<file path="src/hw/rtl/shl_pkg.sv">
// ----------------------------------------------------------------------------
// Lexer package
// Scan modes, token kinds, character classes and keyword table.
// ----------------------------------------------------------------------------
package shl_pkg;

   typedef enum logic [3:0] {
      M_IDLE    = 4'd0,
      M_SLASH   = 4'd1,
      M_COMMENT = 4'd2,
      M_STRING  = 4'd3,
      M_ZERO    = 4'd4,
      M_PREFIX  = 4'd5,
      M_DEC     = 4'd6,
      M_DOT     = 4'd7,
      M_FRAC    = 4'd8,
      M_IDENT   = 4'd9,
      M_WAIT    = 4'd10
   } mode_type;

   localparam logic [2:0] K_COMMENT = 3'd0;
   localparam logic [2:0] K_STRING  = 3'd1;
   localparam logic [2:0] K_NUMBER  = 3'd2;
   localparam logic [2:0] K_KEYWORD = 3'd3;
   localparam logic [2:0] K_CALL    = 3'd4;
   localparam logic [2:0] K_PLAIN   = 3'd5;

   localparam logic [15:0] LEN_MAX      = 16'hFFFF;
   localparam logic [15:0] LETTER_FLOOR = 16'h00C0;
   localparam int          N_WORDS      = 36;
   localparam int          WORD_CHARS   = 8;

   typedef struct packed {
      logic [15:0] start;
      logic [15:0] len;
      logic [2:0]  kind;
      logic        run_end;
   } token_type;

   // Keyword table, up to eight ASCII characters each, first character lowest
   typedef logic [WORD_CHARS*8-1:0] word_type;

   localparam word_type WORDS [N_WORDS] = '{
      64'h0000_0000_006C_6176, // val
      64'h0000_0000_0000_6669, // if
      64'h0000_0000_6669_6C65, // elif
      64'h0000_0000_6573_6C65, // else
      64'h0000_0065_6C69_6877, // while
      64'h0000_0000_636E_7566, // func
      64'h0000_6E72_7574_6572, // return
      64'h0000_0000_6575_7274, // true
      64'h0000_0065_736C_6166, // false
      64'h0000_0000_0064_6E61, // and
      64'h0000_0000_0000_726F, // or
      64'h0000_0000_0074_6F6E, // not
      64'h0000_0074_6E69_7270, // print
      64'h0000_0067_6E69_7262, // bring
      64'h0000_0000_0000_7075, // up
      64'h0000_0000_0072_6F66, // for
      64'h0000_0000_0000_6E69, // in
      64'h0000_006B_6165_7262, // break
      64'h6575_6E69_746E_6F63, // continue
      64'h0000_6C61_626F_6C67, // global
      64'h0000_006C_6163_6F6C, // local
      64'h0000_6863_7469_7773, // switch
      64'h0000_0000_6573_6163, // case
      64'h0074_6C75_6166_6564, // default
      64'h0000_0073_7361_6C63, // class
      64'h0000_0000_6D6F_7266, // from
      64'h0000_0000_7369_6874, // this
      64'h0000_0072_6570_7573, // super
      64'h0000_0000_0074_6E69, // int
      64'h0000_0074_616F_6C66, // float
      64'h0000_0000_006D_756E, // num
      64'h0000_0000_7261_6863, // char
      64'h0000_0000_0072_7473, // str
      64'h0000_0000_7478_6574, // text
      64'h0000_0000_0071_6573, // seq
      64'h0000_0073_6574_7962  // bytes
   };

   localparam int WORD_CLASS = 24;
   localparam int WORD_FROM  = 25;

   function automatic logic [3:0] word_len(input word_type w);
      logic [3:0] n;
      n = 4'd0;
      for (int i = 0; i < WORD_CHARS; i++) begin
         if (w[i*8 +: 8] != 8'd0) n = 4'(i + 1);
      end
      return n;
   endfunction

   function automatic logic is_digit(input logic [15:0] c);
      return c >= 16'h30 && c <= 16'h39;
   endfunction

   function automatic logic is_letter(input logic [15:0] c);
      return (c >= 16'h41 && c <= 16'h5A) || (c >= 16'h61 && c <= 16'h7A) ||
             c == 16'h5F || c >= LETTER_FLOOR;
   endfunction

   function automatic logic is_blank(input logic [15:0] c);
      return c == 16'h20 || c == 16'h09 || c == 16'h0D || c == 16'h0A;
   endfunction

   function automatic logic [15:0] grow(input logic [15:0] l, input logic [1:0] by);
      logic [16:0] s;
      s = {1'b0, l} + 17'(by);
      return s[16] ? LEN_MAX : s[15:0];
   endfunction

   // match a held word against the table: {class or from, any keyword}
   function automatic logic [1:0] word_match(input logic [WORD_CHARS*16-1:0] w,
                                             input logic [15:0] len,
                                             input logic over);
      logic m, kw, cf;
      kw = 1'b0;
      cf = 1'b0;
      for (int k = 0; k < N_WORDS; k++) begin
         m = !over && (len == 16'(word_len(WORDS[k])));
         for (int i = 0; i < WORD_CHARS; i++) begin
            if (i < int'(word_len(WORDS[k])) &&
                w[i*16 +: 16] != {8'd0, WORDS[k][i*8 +: 8]}) m = 1'b0;
         end
         if (m) kw = 1'b1;
         if (m && (k == WORD_CLASS || k == WORD_FROM)) cf = 1'b1;
      end
      return {cf, kw};
   endfunction

endpackage

</file>
<file path="src/hw/rtl/shl_scan.sv">
// ----------------------------------------------------------------------------
// Lexer front end
// Scans one character per cycle while both queue slots are free, and queues up to two tokens for it.
// ----------------------------------------------------------------------------
module shl_scan #(
   parameter int POS_BITS        = 16,
   parameter int MAX_KEYWORD_LEN = 8
) (
   input  logic              clock,
   input  logic              reset,
   input  logic              in_valid,
   output logic              in_ready,
   input  logic [15:0]       in_ch,
   input  logic              in_last,
   output logic              push,
   output logic [1:0]        push_count,
   output shl_pkg::token_type push_tok [2],
   input  logic [1:0]        space
);

   localparam int WIDX = $clog2(MAX_KEYWORD_LEN);

   shl_pkg::mode_type mode_ff, mode_in;
   logic              esc_ff, esc_in, tnn_ff, tnn_in, over_ff, over_in;
   logic [POS_BITS-1:0] pos_ff, pos_in, beg_ff, beg_in;
   logic [15:0]       len_ff, len_in;
   logic [15:0]       wch_ff [MAX_KEYWORD_LEN];
   logic              wr_en;
   logic [WIDX-1:0]   wr_idx;
   logic [15:0]       c;
   logic              fire, kw_hit, cf_hit;
   logic [1:0]        n;
   logic [shl_pkg::WORD_CHARS*16-1:0] word_now;
   shl_pkg::token_type tk [2];

   assign c        = in_ch;
   assign in_ready = (space == 2'd2);
   assign fire     = in_valid && in_ready;

   // keyword matching on the held word
   always_comb begin
      for (int i = 0; i < shl_pkg::WORD_CHARS; i++) word_now[i*16 +: 16] = wch_ff[i];
      {cf_hit, kw_hit} = shl_pkg::word_match(word_now, len_ff, over_ff);
   end

   always_comb begin
      logic [POS_BITS-1:0] p;
      logic                word_call, do_word, do_idle;
      logic [2:0]          put_kind, wk;
      logic                do_put;
      logic [15:0]         put_len;
      logic [2:0]          fl_kind;
      logic                fl_put;
      logic [shl_pkg::WORD_CHARS*16-1:0] word_new;
      logic [1:0]          fm;
      p        = pos_ff;
      mode_in  = mode_ff;
      esc_in   = esc_ff;
      tnn_in   = tnn_ff;
      over_in  = over_ff;
      beg_in   = beg_ff;
      len_in   = len_ff;
      pos_in   = pos_ff;
      wr_en    = 1'b0;
      wr_idx   = '0;
      do_put   = 1'b0;
      put_kind = shl_pkg::K_PLAIN;
      put_len  = len_ff;
      do_word  = 1'b0;
      word_call = 1'b0;
      do_idle  = 1'b0;
      n        = 2'd0;
      fl_put   = 1'b0;
      fl_kind  = shl_pkg::K_PLAIN;
      tk[0]    = '0;
      tk[1]    = '0;
      unique case (mode_ff)
         shl_pkg::M_SLASH: begin
            if (c == 16'h2F) begin
               mode_in = shl_pkg::M_COMMENT;
               len_in  = shl_pkg::grow(len_ff, 2'd1);
            end else begin
               tnn_in  = 1'b0;
               do_idle = 1'b1;
            end
         end
         shl_pkg::M_COMMENT: begin
            if (c == 16'h0A || c == 16'h0D) begin
               do_put = 1'b1; put_kind = shl_pkg::K_COMMENT; do_idle = 1'b1;
            end else len_in = shl_pkg::grow(len_ff, 2'd1);
         end
         shl_pkg::M_STRING: begin
            if (esc_ff) begin
               esc_in = 1'b0; len_in = shl_pkg::grow(len_ff, 2'd1);
            end else if (c == 16'h22) begin
               do_put = 1'b1; put_kind = shl_pkg::K_STRING;
               put_len = shl_pkg::grow(len_ff, 2'd1);
               mode_in = shl_pkg::M_IDLE; len_in = '0;
            end else if (c == 16'h0A || c == 16'h0D) begin
               do_put = 1'b1; put_kind = shl_pkg::K_STRING; do_idle = 1'b1;
            end else begin
               if (c == 16'h5C) esc_in = 1'b1;
               len_in = shl_pkg::grow(len_ff, 2'd1);
            end
         end
         shl_pkg::M_ZERO, shl_pkg::M_DEC: begin
            if (mode_ff == shl_pkg::M_ZERO &&
                (c == 16'h78 || c == 16'h58 || c == 16'h62 || c == 16'h42)) begin
               mode_in = shl_pkg::M_PREFIX; len_in = shl_pkg::grow(len_ff, 2'd1);
            end else begin
               mode_in = shl_pkg::M_DEC;
               if (shl_pkg::is_digit(c)) len_in = shl_pkg::grow(len_ff, 2'd1);
               else if (c == 16'h2E) mode_in = shl_pkg::M_DOT;
               else begin do_put = 1'b1; put_kind = shl_pkg::K_NUMBER; do_idle = 1'b1; end
            end
         end
         shl_pkg::M_PREFIX, shl_pkg::M_FRAC: begin
            if (mode_ff == shl_pkg::M_PREFIX ?
                (shl_pkg::is_letter(c) || shl_pkg::is_digit(c)) : shl_pkg::is_digit(c))
               len_in = shl_pkg::grow(len_ff, 2'd1);
            else begin do_put = 1'b1; put_kind = shl_pkg::K_NUMBER; do_idle = 1'b1; end
         end
         shl_pkg::M_DOT: begin
            if (shl_pkg::is_digit(c)) begin
               mode_in = shl_pkg::M_FRAC; len_in = shl_pkg::grow(len_ff, 2'd2);
            end else begin
               do_put = 1'b1; put_kind = shl_pkg::K_NUMBER; tnn_in = 1'b0; do_idle = 1'b1;
            end
         end
         shl_pkg::M_IDENT, shl_pkg::M_WAIT: begin
            if (mode_ff == shl_pkg::M_IDENT &&
                (shl_pkg::is_letter(c) || shl_pkg::is_digit(c))) begin
               if (len_ff < 16'(MAX_KEYWORD_LEN)) begin
                  wr_en = 1'b1; wr_idx = len_ff[WIDX-1:0];
               end else over_in = 1'b1;
               len_in = shl_pkg::grow(len_ff, 2'd1);
            end else if (c == 16'h20 || c == 16'h09) begin
               mode_in = shl_pkg::M_WAIT;
            end else begin
               do_word = 1'b1; word_call = (c == 16'h28); do_idle = 1'b1;
            end
         end
         default: do_idle = 1'b1;
      endcase

      wk = (tnn_ff || word_call) ? shl_pkg::K_CALL :
           (kw_hit ? shl_pkg::K_KEYWORD : shl_pkg::K_PLAIN);
      if (cf_hit) wk = shl_pkg::K_KEYWORD;
      if (do_word) begin
         do_put = 1'b1; put_kind = wk; tnn_in = cf_hit;
      end
      if (do_put) begin
         tk[0] = '{start: 16'(beg_ff), len: put_len, kind: put_kind, run_end: 1'b0};
         n = 2'd1;
      end

      if (do_idle) begin
         mode_in = shl_pkg::M_IDLE;
         beg_in  = p;
         len_in  = 16'd1;
         if (c == 16'h2F) mode_in = shl_pkg::M_SLASH;
         else if (c == 16'h22) begin mode_in = shl_pkg::M_STRING; esc_in = 1'b0; end
         else if (shl_pkg::is_digit(c))
            mode_in = (c == 16'h30) ? shl_pkg::M_ZERO : shl_pkg::M_DEC;
         else if (shl_pkg::is_letter(c)) begin
            mode_in = shl_pkg::M_IDENT; wr_en = 1'b1; wr_idx = '0; over_in = 1'b0;
         end else begin
            len_in = '0;
            if (!shl_pkg::is_blank(c)) tnn_in = 1'b0;
         end
      end

      // word as it stands after this character
      for (int i = 0; i < shl_pkg::WORD_CHARS; i++)
         word_new[i*16 +: 16] = (wr_en && wr_idx == WIDX'(i)) ? c : wch_ff[i];
      fm = shl_pkg::word_match(word_new, len_in, over_in);

      if (in_last) begin
         unique case (mode_in)
            shl_pkg::M_COMMENT: begin fl_put = 1'b1; fl_kind = shl_pkg::K_COMMENT; end
            shl_pkg::M_STRING:  begin fl_put = 1'b1; fl_kind = shl_pkg::K_STRING; end
            shl_pkg::M_ZERO, shl_pkg::M_PREFIX, shl_pkg::M_DEC, shl_pkg::M_DOT,
            shl_pkg::M_FRAC: begin fl_put = 1'b1; fl_kind = shl_pkg::K_NUMBER; end
            shl_pkg::M_IDENT, shl_pkg::M_WAIT: begin
               fl_put  = 1'b1;
               fl_kind = fm[1] ? shl_pkg::K_KEYWORD :
                         (tnn_in ? shl_pkg::K_CALL :
                          (fm[0] ? shl_pkg::K_KEYWORD : shl_pkg::K_PLAIN));
            end
            default: fl_put = 1'b0;
         endcase
         if (fl_put) begin
            tk[n[0]] = '{start: 16'(beg_in), len: len_in, kind: fl_kind, run_end: 1'b0};
            n = n + 2'd1;
         end
         mode_in = shl_pkg::M_IDLE;
         esc_in  = 1'b0; tnn_in = 1'b0; over_in = 1'b0;
         pos_in  = '0; beg_in = '0; len_in = '0;
      end else pos_in = pos_ff + 1'b1;
      if (n != 2'd0) tk[n[1]].run_end = 1'b1;
   end

   assign push       = fire && (n != 2'd0);
   assign push_count = n;
   assign push_tok   = tk;

   always_ff @(posedge clock) begin
      if (reset) begin
         mode_ff <= shl_pkg::M_IDLE;
         esc_ff  <= 1'b0;
         tnn_ff  <= 1'b0;
         over_ff <= 1'b0;
         pos_ff  <= '0;
         beg_ff  <= '0;
         len_ff  <= '0;
      end else if (fire) begin
         mode_ff <= mode_in;
         esc_ff  <= esc_in;
         tnn_ff  <= tnn_in;
         over_ff <= over_in;
         pos_ff  <= pos_in;
         beg_ff  <= beg_in;
         len_ff  <= len_in;
      end
   end

   always_ff @(posedge clock) begin
      if (fire && wr_en) wch_ff[wr_idx] <= c;
   end

endmodule

</file>
<file path="src/hw/rtl/shl_queue.sv">
// ----------------------------------------------------------------------------
// Token queue
// Two-entry queue between scanner and output; takes one or two per push.
// ----------------------------------------------------------------------------
module shl_queue (
   input  logic               clock,
   input  logic               reset,
   input  logic               push,
   input  logic [1:0]         push_count,
   input  shl_pkg::token_type push_tok [2],
   output logic [1:0]         space,
   output logic               out_valid,
   output shl_pkg::token_type out_tok,
   input  logic               out_ready
);

   shl_pkg::token_type q_ff [2];
   logic [1:0]         cnt_ff, cnt_in;
   logic               pop;

   assign pop       = out_valid && out_ready;
   assign out_valid = cnt_ff != 2'd0;
   assign out_tok   = q_ff[0];
   // count the slot freed by this cycle's pop
   assign space     = 2'd2 - cnt_ff + {1'b0, pop};

   always_comb begin
      cnt_in = cnt_ff - {1'b0, pop} + (push ? push_count : 2'd0);
   end

   always_ff @(posedge clock) begin
      if (reset) cnt_ff <= '0;
      else cnt_ff <= cnt_in;
   end

   always_ff @(posedge clock) begin
      if (push) begin
         q_ff[0] <= push_tok[0];
         q_ff[1] <= push_tok[1];
      end else if (pop) begin
         q_ff[0] <= q_ff[1];
      end
   end

endmodule

</file>
<file path="src/hw/rtl/syntax_highlight_lexer_unit.sv">
// ----------------------------------------------------------------------------
// Syntax highlighting lexer
// Characters in, tokens (start, length, kind) out.
// The first token a character closes is offered in the cycle after that character.
// Throughput: one character a cycle while each token is taken as it leaves;
// a character is taken when both queue slots are free, counting this cycle's pop.
// Reset: synchronous, clears scan state, position and queue.
// ----------------------------------------------------------------------------
module syntax_highlight_lexer_unit #(
   parameter int POS_BITS        = 16,
   parameter int MAX_KEYWORD_LEN = 8
) (
   input  logic        clock,
   input  logic        reset,
   input  logic        req_tvalid,
   output logic        req_tready,
   input  logic [15:0] req_tdata,   // ch
   input  logic        req_tlast,   // end_of_text
   output logic        rsp_tvalid,
   input  logic        rsp_tready,
   output logic [39:0] rsp_tdata,   // tok_start, tok_len, tok_kind, zero fill
   output logic        rsp_tlast    // run_end
);

   logic               push;
   logic [1:0]         push_count, space;
   shl_pkg::token_type push_tok [2];
   shl_pkg::token_type out_tok;

   shl_scan #(.POS_BITS(POS_BITS), .MAX_KEYWORD_LEN(MAX_KEYWORD_LEN)) u_scan (
      .clock, .reset,
      .in_valid(req_tvalid), .in_ready(req_tready),
      .in_ch(req_tdata), .in_last(req_tlast),
      .push, .push_count, .push_tok, .space
   );

   shl_queue u_queue (
      .clock, .reset, .push, .push_count, .push_tok, .space,
      .out_valid(rsp_tvalid), .out_tok, .out_ready(rsp_tready)
   );

   assign rsp_tdata = {5'd0, out_tok.kind, out_tok.len, out_tok.start};
   assign rsp_tlast = out_tok.run_end;

endmodule

</file>
<file path="config.mk">
export PLATFORM = sky130hd
export DESIGN_NAME = syntax_highlight_lexer_unit
export DESIGN_NICKNAME = d
export VERILOG_FILES = /design/src/hw/rtl/shl_pkg.sv /design/src/hw/rtl/shl_scan.sv /design/src/hw/rtl/shl_queue.sv /design/src/hw/rtl/syntax_highlight_lexer_unit.sv
export SDC_FILE = /design/constraint.sdc
export NUM_CORES = 1
export LEC_CHECK = 0
export BUFFER_PORTS_ARGS = -buffer_cell sky130_fd_sc_hd__buf_2
export CAP_MARGIN = 5
export CORE_ASPECT_RATIO = 0.7
export CORE_MARGIN = 2
export CORE_UTILIZATION = 28
export DETAILED_ROUTE_END_ITERATION = 16
export PLACE_DENSITY = 0.53
export SKIP_LAST_GASP = 1
export SLEW_MARGIN = 25
export SYNTH_ARGS = -nofsm -noshare
export SYNTH_HDL_FRONTEND = slang
export SYNTH_SLANG_ARGS = --single-unit
</file>
<file path="constraint.sdc">
create_clock -name clock -period 10.79 [get_ports clock]
set_input_delay 1.079 -clock clock [delete_from_list [all_inputs] [get_ports clock]]
set_output_delay 1.079 -clock clock [all_outputs]
set_load 0.05 [all_outputs]
</file>
==> results of run 1 <==
-- synthesized netlist by cell type, types with 7 or more instances --
master | n | area (um^2)
or4_1 | 9 | 67.6
mux2_2 | 7 | 78.8
dfxtp_1 | 57 | 1140
and3_1 | 27 | 169
nand3_1 | 85 | 425
a22oi_1 | 30 | 225
or3_1 | 23 | 144
xor2_1 | 11 | 96.3
nor4_1 | 52 | 325
xnor2_1 | 14 | 123
o211ai_1 | 12 | 90.1
buf_2 | 25 | 125
nor3_1 | 65 | 325
o21a_1 | 13 | 97.6
and2_1 | 15 | 93.8
nor4bb_1 | 7 | 70.1
nand4b_1 | 7 | 61.3
nand2_1 | 217 | 815
buf_1 | 9 | 33.8
o32ai_1 | 8 | 70.1
o31ai_1 | 10 | 75.1
a221oi_1 | 24 | 210
a211oi_1 | 7 | 52.6
or2_2 | 7 | 43.8
nand2b_1 | 18 | 113
nand4_1 | 44 | 275
and4_1 | 7 | 61.3
o22ai_1 | 13 | 81.3
a31oi_1 | 25 | 156
and3b_1 | 7 | 61.3
nor2b_1 | 22 | 138
clkbuf_1 | 86 | 323
a21oi_1 | 103 | 515
nor2_1 | 246 | 923
o221ai_1 | 11 | 96.3
edfxtp_1 | 200 | 6010
inv_1 | 26 | 97.6
ha_1 | 10 | 125
o21ai_0 | 85 | 425
mux2i_1 | 39 | 390
-- per-stage QoR --
step | worst slack (ns) | hold slack (ns)
6_report | 3.64 | 0.518
5_1_grt | 3.12 | 0.551
4_1_cts | 3.75 | 0.520
3_5_place_dp | 3.16 | 0.504
3_3_place_gp | 3.35 | 0.501
2_1_floorplan | 3.82 | 0.484
-- layout by cell type (no fill, tap or decap), types with 27 or more instances in the layout --
cell       netlist  routed
nor4_1          52      51
edfxtp_1       200     200
buf_2           25      58
mux2i_1         39      39
buf_4            5      43
nand3_1         85      85
a21oi_1        103     102
nand4_1         44      44
nand2_1        217     217
o21ai_0         85      84
a22oi_1         30      30
nor3_1          65      59
and3_1          27      27
nor2_1         246     242
clkbuf_16        0      28
dfxtp_1         57      57
-- sequential cells by signal, summed over array words and instances, names as in the netlist, 2 cells and up --
| name | count |
|---|---|
| u_scan.mode_ff | 4 |
| u_scan.len_ff | 16 |
| u_scan.wch_ff | 128 |
| u_queue.q_ff | 72 |
| u_scan.beg_ff | 16 |
| u_scan.pos_ff | 16 |
| u_queue.cnt_ff | 2 |
-- area by class of cell --
cell class	count	area, um^2
Clock inverter	18	141
Clock buffer	33	719
Timing Repair Buffer	101	613
Multi-Input combinational cell	1426	8500
Sequential cell	257	7150
Fill cell	5956	38700
Inverter	26	97.6
Tap cell	750	938
-- metal layers --
layer / up-vias / share of wire, %
li1: 6897 / -
met1: 7789 / 48
met2: 962 / 38
met3: 117 / 11
met4: 2 / 2.6
met5: - / 0.016
-- power by group through the flow --
stage / Sequential, mW / Clock [mW] / Combinational (mW)
5_1_grt: 1.36 / 0.974 / 1.26
2_1_floorplan: 1.57 / 0 / 0.582
4_1_cts: 1.34 / 0.938 / 1.17
6_report: 1.34 / 0.912 / 1.19
3_5_place_dp: 1.36 / 0 / 1.17
3_3_place_gp: 1.36 / 0 / 1.17
-- kinds of logic after synthesis --
logic type	after synthesis	synth area share [%]
flops	257	44.4
other cells	1	0.0233
simple gates	900	28.1
fa+ha+maj	10	0.777
buf+inv	153	3.93
xor+xnor	25	1.36
compound gates	423	18.4
mux	48	3.05
-- tightest hold or removal path: stages (launching register included) --
cell	delay, ns
edfxtp_1	0.32
nand2_1	0.05
nand2_1	0.05
-- final timing paths --
check,startpoint,to,slack (ns),cells past startpoint
max reg2reg,u_scan.mode_ff[3],u_queue.q_ff[0][13],4.62,15
min reg2reg,u_queue.q_ff[1][10],u_queue.q_ff[0][10],0.52,2
min,u_queue.q_ff[1][10],u_queue.q_ff[0][10],0.52,2
max,req_tdata[8],u_queue.q_ff[0][13],3.64,16
==> results.tsv, run 1 <==
stage	metric	value	unit
run_status	status	finished clean	
power	VDD IR-drop max	120	uV
global_route	vias in the first global route	14542	
logic_synthesis	average cell area after synthesis	8.86	um^2
global_route	met3 usage	5.69	%
floorplanning	Die Footprint	59500	um^2
logic_synthesis	Async S/R FF share, synth	0	%
global_route	met1 Resource Use GR	38.1	%
clock_tree	clock insertion delay at the later pin of the skew report	0.60	ns
clock_tree	post_cts resized	0	
logic_synthesis	Seq/Total Area, Yosys	44.4	%
setup_path	largest fanout on the critical path	38	
drt	DR pass1 iterations	8	
sta	final worst path period share	66.3	%
cells_and_area	nets	1871	
power	Power Total	3.45	mW
power	Net Sw Frac	41.1	%
power	Seq pwr share	38.9	%
logic_synthesis	Cells after Synth	1817	
power	NetSw	1.42	mW
setup_path	Worst EP required	10.99	ns
clock_tree	Post-CTS Setup Inserts	0	
cells_and_area	share of layout cells above drive strength 1	10.9	%
clock_tree	H-tree depth	1	
sta	RSZ-0062 raised after global routing	no	
placement	instance area at placement	17300	um^2
drt	final WL	73900	um
drt	vias	15767	
floorplanning	CORE AREA	56800	um^2
power	pwr/cell area	190	nW/um^2
clock_tree	CTS tree	done	
cells_and_area	Final Cell Area	18200	um^2
power	Comb power frac	34.7	%
global_route	global route hottest layer	met1	
setup_path	Top delay family on crit path	simple AND/OR/NAND/NOR gates	
setup_path	most frequent CP cell	buf_4	
clock_tree	clk root buf	clkbuf_16	
setup_path	worst path arrival time	7.35	ns
setup_path	critical path's largest stage delay	0.82	ns
cells_and_area	Layout area overhead	12.8	%
global_route	largest net degree at the start of global routing	45	
global_route	GR Util All Layers	24.2	%
sta	Least-Margin Pin Slew	1.14	ns
hold_path	Hold/Removal Path Class	reg2reg	
placement	GP Congestion	1.09	
global_route	global-route wire length before repair	106000	um
drt	DRC Markers	0	
logic_synthesis	Main synth FF type	edfxtp_1	
setup_path	slowest CP cell	or2_2	
setup_path	worst-path cell chain	buf_2 -> nor4_2 -> nand2_1 -> nor3_1 -> or3_1 -> o211ai_1 -> nor2_2 -> buf_4 -> a21oi_1 -> nor2_1 -> nand2b_1 -> ha_1 -> mux2i_1 -> a21oi_4 -> buf_4 -> or2_2	
global_route	remaining global-route overflow	0	
power	leakage	5.64	nW
setup_path	startpoint types	primary input	
floorplanning	Initial Util	28.3	%
sta	fmax	0.140	GHz
sta	Pins Over Slew Limit	0	
logic_synthesis	Post-synth EDFFs	200	
cells_and_area	Finished Layout Cells	2611	
cells_and_area	Finished Core Util	32.0	%
clock_tree	clock input transition at the sequential cells of the worst setup and hold paths	0.06	ns
placement	DP Cell Count	2560	
logic_synthesis	Synth cell types	100	
sta	Setup TNS	0	ns
logic_synthesis	Post-Syn Area	16100	um^2
clock_tree	CTS Hold Bufs	0	
floorplanning	Die X	291	um
clock_tree	clk sinks	257	
setup_path	worst setup path class	in2reg	
clock_tree	Max Root-Sink Buffers	3	
placement	DP HPWL	56600	um
sta	Min Clock Period, post-route	7.15	ns
floorplanning	FP Rows	73	
sta	Setup Skew	0.0353	ns
global_route	antenna violations before repair	4	
floorplanning	Die Y	205	um
drt	DR iter-0 viols	2233	
global_route	grt met2 use	32.5	%
cells_and_area	Antenna Cells	0	
power	Clk pwr share	26.5	%
placement	Port Buffer Count	58	
setup_path	Worst setup EP type	register	
run	max_cap viols	0	
drt	Routed WL per cell	28.3	um
setup_path	CP bufs+invs	3	
power	internal cell power	2.03	mW
drt	Routed Antenna Nets	0	
sta	Setup Viol. Count Final	0	
clock_tree	cts bufs inserted	28	
floorplanning	IO Pins	64	
drt	Vias/cell	6.04	
logic_synthesis	Yosys reg bits	257	
logic_synthesis	Ys Warns	0	
sta	Slew headroom	23.0	%
sta	Final Hold Fails	0	
Note: power is estimated with default switching activity, not from simulation.
==> run 2, diff against run 1 <==
==> constraint.sdc (replaced) <==
create_clock -name clock -period 6.8 [get_ports clock]
set_input_delay 0.68 -clock clock [delete_from_list [all_inputs] [get_ports clock]]
set_output_delay 0.68 -clock clock [all_outputs]
set_load 0.05 [all_outputs]
==> results.tsv, run 2 (synthesized netlist as in run 1, its figures left out) <==
stage	metric	value	unit	change
global_route	remaining global-route overflow	0		unchanged
sta	Slew headroom	21.2	%	-1.8 points
cells_and_area	nets	1922		+2.7%
drt	DR iter-0 viols	2416		+8.2%
power	VDD IR-drop max	197	uV	+65%
sta	fmax	0.179	GHz	
clock_tree	cts bufs inserted	28		unchanged
run_status	status	finished clean		
cells_and_area	commonest non-fill, non-tap cells in the layout	nor2_1, nand2_1, edfxtp_1, a21oi_1, buf_4		
drt	DR pass1 iterations	7		-1
sta	RSZ-0062 raised after global routing	no		
setup_path	startpoint types	primary input		
sta	Min Clock Period, post-route	5.59	ns	
cells_and_area	FILL cells	5904		-0.87%
clock_tree	clk root buf	clkbuf_16		
cells_and_area	Largest regs	u_scan.wch_ff: 128 flops, u_queue.q_ff: 72 flops		
clock_tree	post_cts resized	0		unchanged
floorplanning	IO Pins	64		unchanged
sta	final worst path period share	82.2	%	
setup_path	Top delay family on crit path	simple AND/OR/NAND/NOR gates		
hold_path	Hold/Removal Path Class	in2reg		
setup_path	R2R cell count	17		+2
setup_path	worst path arrival time	5.88	ns	-1.47 ns
cells_and_area	Layout area overhead	16.5	%	
sta	Least-Margin Pin Slew	1.15	ns	+0.00771 ns
drt	Routed Antenna Nets	0		unchanged
setup_path	Worst EP required	7.09	ns	-3.90 ns
setup_path	worst-path cell chain	buf_2 -> nor4_2 -> and2_1 -> nor2_1 -> o41ai_1 -> o211ai_1 -> nor2_2 -> buf_4 -> a211oi_1 -> a21oi_1 -> nand2b_1 -> ha_1 -> mux2i_1 -> a21oi_4 -> nor2_2 -> buf_4 -> o21ai_0		
drt	vias	15984		+1.4%
sta	Pins Over Slew Limit	0		unchanged
global_route	GR Util All Layers	23.5	%	-0.79 points
floorplanning	Die X	291	um	unchanged
sta	Setup Viol. Count Final	0		unchanged
clock_tree	clock insertion delay at the later pin of the skew report	0.61	ns	about the same
sta	Final Hold Fails	0		unchanged
clock_tree	clk sinks	257		unchanged
floorplanning	Die Footprint	59500	um^2	unchanged
setup_path	worst setup path class	in2reg		
floorplanning	FP Rows	73		unchanged
placement	DP HPWL	55100	um	-2.7%
clock_tree	Max Root-Sink Buffers	3		unchanged
clock_tree	CTS Hold Bufs	0		unchanged
drt	final WL	71900	um	-2.7%
cells_and_area	share of layout cells above drive strength 1	13.5	%	+2.6 points
clock_tree	Post-CTS Setup Inserts	0		unchanged
power	leakage	5.98	nW	+6.1%
clock_tree	H-tree depth	1		unchanged
setup_path	largest fanout on the critical path	26		-32%
setup_path	slowest CP cell	and2_1		
cells_and_area	Finished Core Util	33.0	%	+1.1 points
global_route	vias in the first global route	14650		+0.74%
cells_and_area	max reg flops	128		unchanged
setup_path	reg2reg setup slack	1.47	ns	-3.15 ns
drt	Vias/cell	6.00		-0.60%
power	pwr/cell area	313	nW/um^2	+65%
global_route	antenna violations before repair	4		unchanged
drt	DRC Markers	0		unchanged
cells_and_area	Most flops, register	u_scan.wch_ff		
setup_path	critical path's largest stage delay	0.63	ns	-0.19 ns
clock_tree	clock input transition at the sequential cells of the worst setup and hold paths	0.07	ns	about the same
drt	Routed WL per cell	27.0	um	-4.6%
sta	Setup TNS	0	ns	unchanged
hold_path	Worst Hold End	u_scan.wch_ff[7][12]		
run	max_cap viols	0		unchanged
placement	Port Buffer Count	58		unchanged
global_route	largest net degree at the start of global routing	45		unchanged
hold_path	hold_sp	req_tdata[12]		
global_route	global-route wire length before repair	104000	um	-2.1%
floorplanning	Die Y	205	um	unchanged
cells_and_area	most common cell after layout, fill and taps aside	nor2_1		
setup_path	worst r2r src	u_scan.len_ff[10]		
setup_path	Worst setup EP type	register		
floorplanning	CORE AREA	56800	um^2	unchanged
placement	GP Congestion	1.07		-1.3%
sta	Setup Skew	0.0556	ns	+0.0203 ns
setup_path	reg2reg end	u_queue.q_ff[0][2]		
setup_path	CP bufs+invs	3		unchanged
hold_path	hold path depth	1		-1
clock_tree	CTS tree	done		
floorplanning	Initial Util	28.3	%	unchanged
[run 2: changes by cell type in the layout (fill, tap and decap cells not counted), sizes merged]
| cell | delta |
|---|---|
| buf | +51 |
| clkinvlp | +3 |
| clkinv | -8 |
| inv | +1 |
| bufinv | +8 |
| diode | +2 |
| clkbuf | -5 |
[run 2: how the worst max path moves through the flow]
stage / from / end / slack (ns) / depth (start not counted)
after CTS: req_tdata[8] / u_queue.q_ff[0][14] / 1.34 / 18
final: req_tdata[8] / u_queue.q_ff[0][14] / 1.21 / 17
after global routing: req_tdata[8] / u_queue.q_ff[0][9] / 0.89 / 18
after detailed placement: req_tdata[8] / u_queue.q_ff[0][14] / 0.76 / 18
after global placement: req_tdata[8] / u_queue.q_ff[1][2] / 0.81 / 17
after floorplan: req_tdata[1] / u_queue.q_ff[0][11] / 0.23 / 20
[run 2: metal layers]
metal,up-vias,wire [um],global-route usage (%)
li1,7003,-,-
met1,7911,33800,36.0
met2,953,27700,31.2
met3,117,9110,7.72
met4,0,1320,4.59
met5,-,0,0
[run 2: through the flow]
step	power (mW)	setup slack [ns]	cell area, um^2	hold slack [ns]	instances
after floorplan	3.42	0.231	16200	0.484	1836
after global placement	4.09	0.811	17700	0.495	2611
after detailed placement	4.09	0.759	17700	0.495	2611
after CTS	5.86	1.34	18800	0.384	2661
after global routing	6.08	0.892	18800	0.401	2661
final	5.87	1.21	18800	0.403	2663
[run 2: power breakdown]
group	switching, mW	internal, mW	leakage, nW
clock network	0.663	1.10	0.512
logic	1.51	0.468	3.17
registers	0.130	2.00	2.30
total	2.30	3.56	5.98
[run 2: worst register-to-register path, stage by stage, from the launching register on]
cell and delay [ns]:
dfxtp_1 0.48, nor4_1 0.57, and4b_1 0.57, nand4_1 0.24, a31oi_1 0.22, buf_4 0.28, mux2i_1 0.60, o211ai_1 0.17
buf_4 0.22, a21oi_1 0.15, o21ai_0 0.16, a31oi_1 0.50, o31ai_1 0.14, a21oi_1 0.20, o31ai_1 0.17, buf_4 0.17
nor3b_2 0.16, o41ai_2 0.20
[run 2: layout make-up]
type | count | area, um^2 | share of cell area [%]
antenna | 2 | 5.00 | 0.0267
clock buffer | 28 | 701 | 3.74
clock inverter | 22 | 379 | 2.02
inverter | 26 | 97.6 | 0.520
multi-input combinational | 1426 | 8460 | 45.1
sequential | 257 | 7150 | 38.1
tap | 750 | 938 | 5.00
timing repair buffer | 152 | 1030 | 5.51
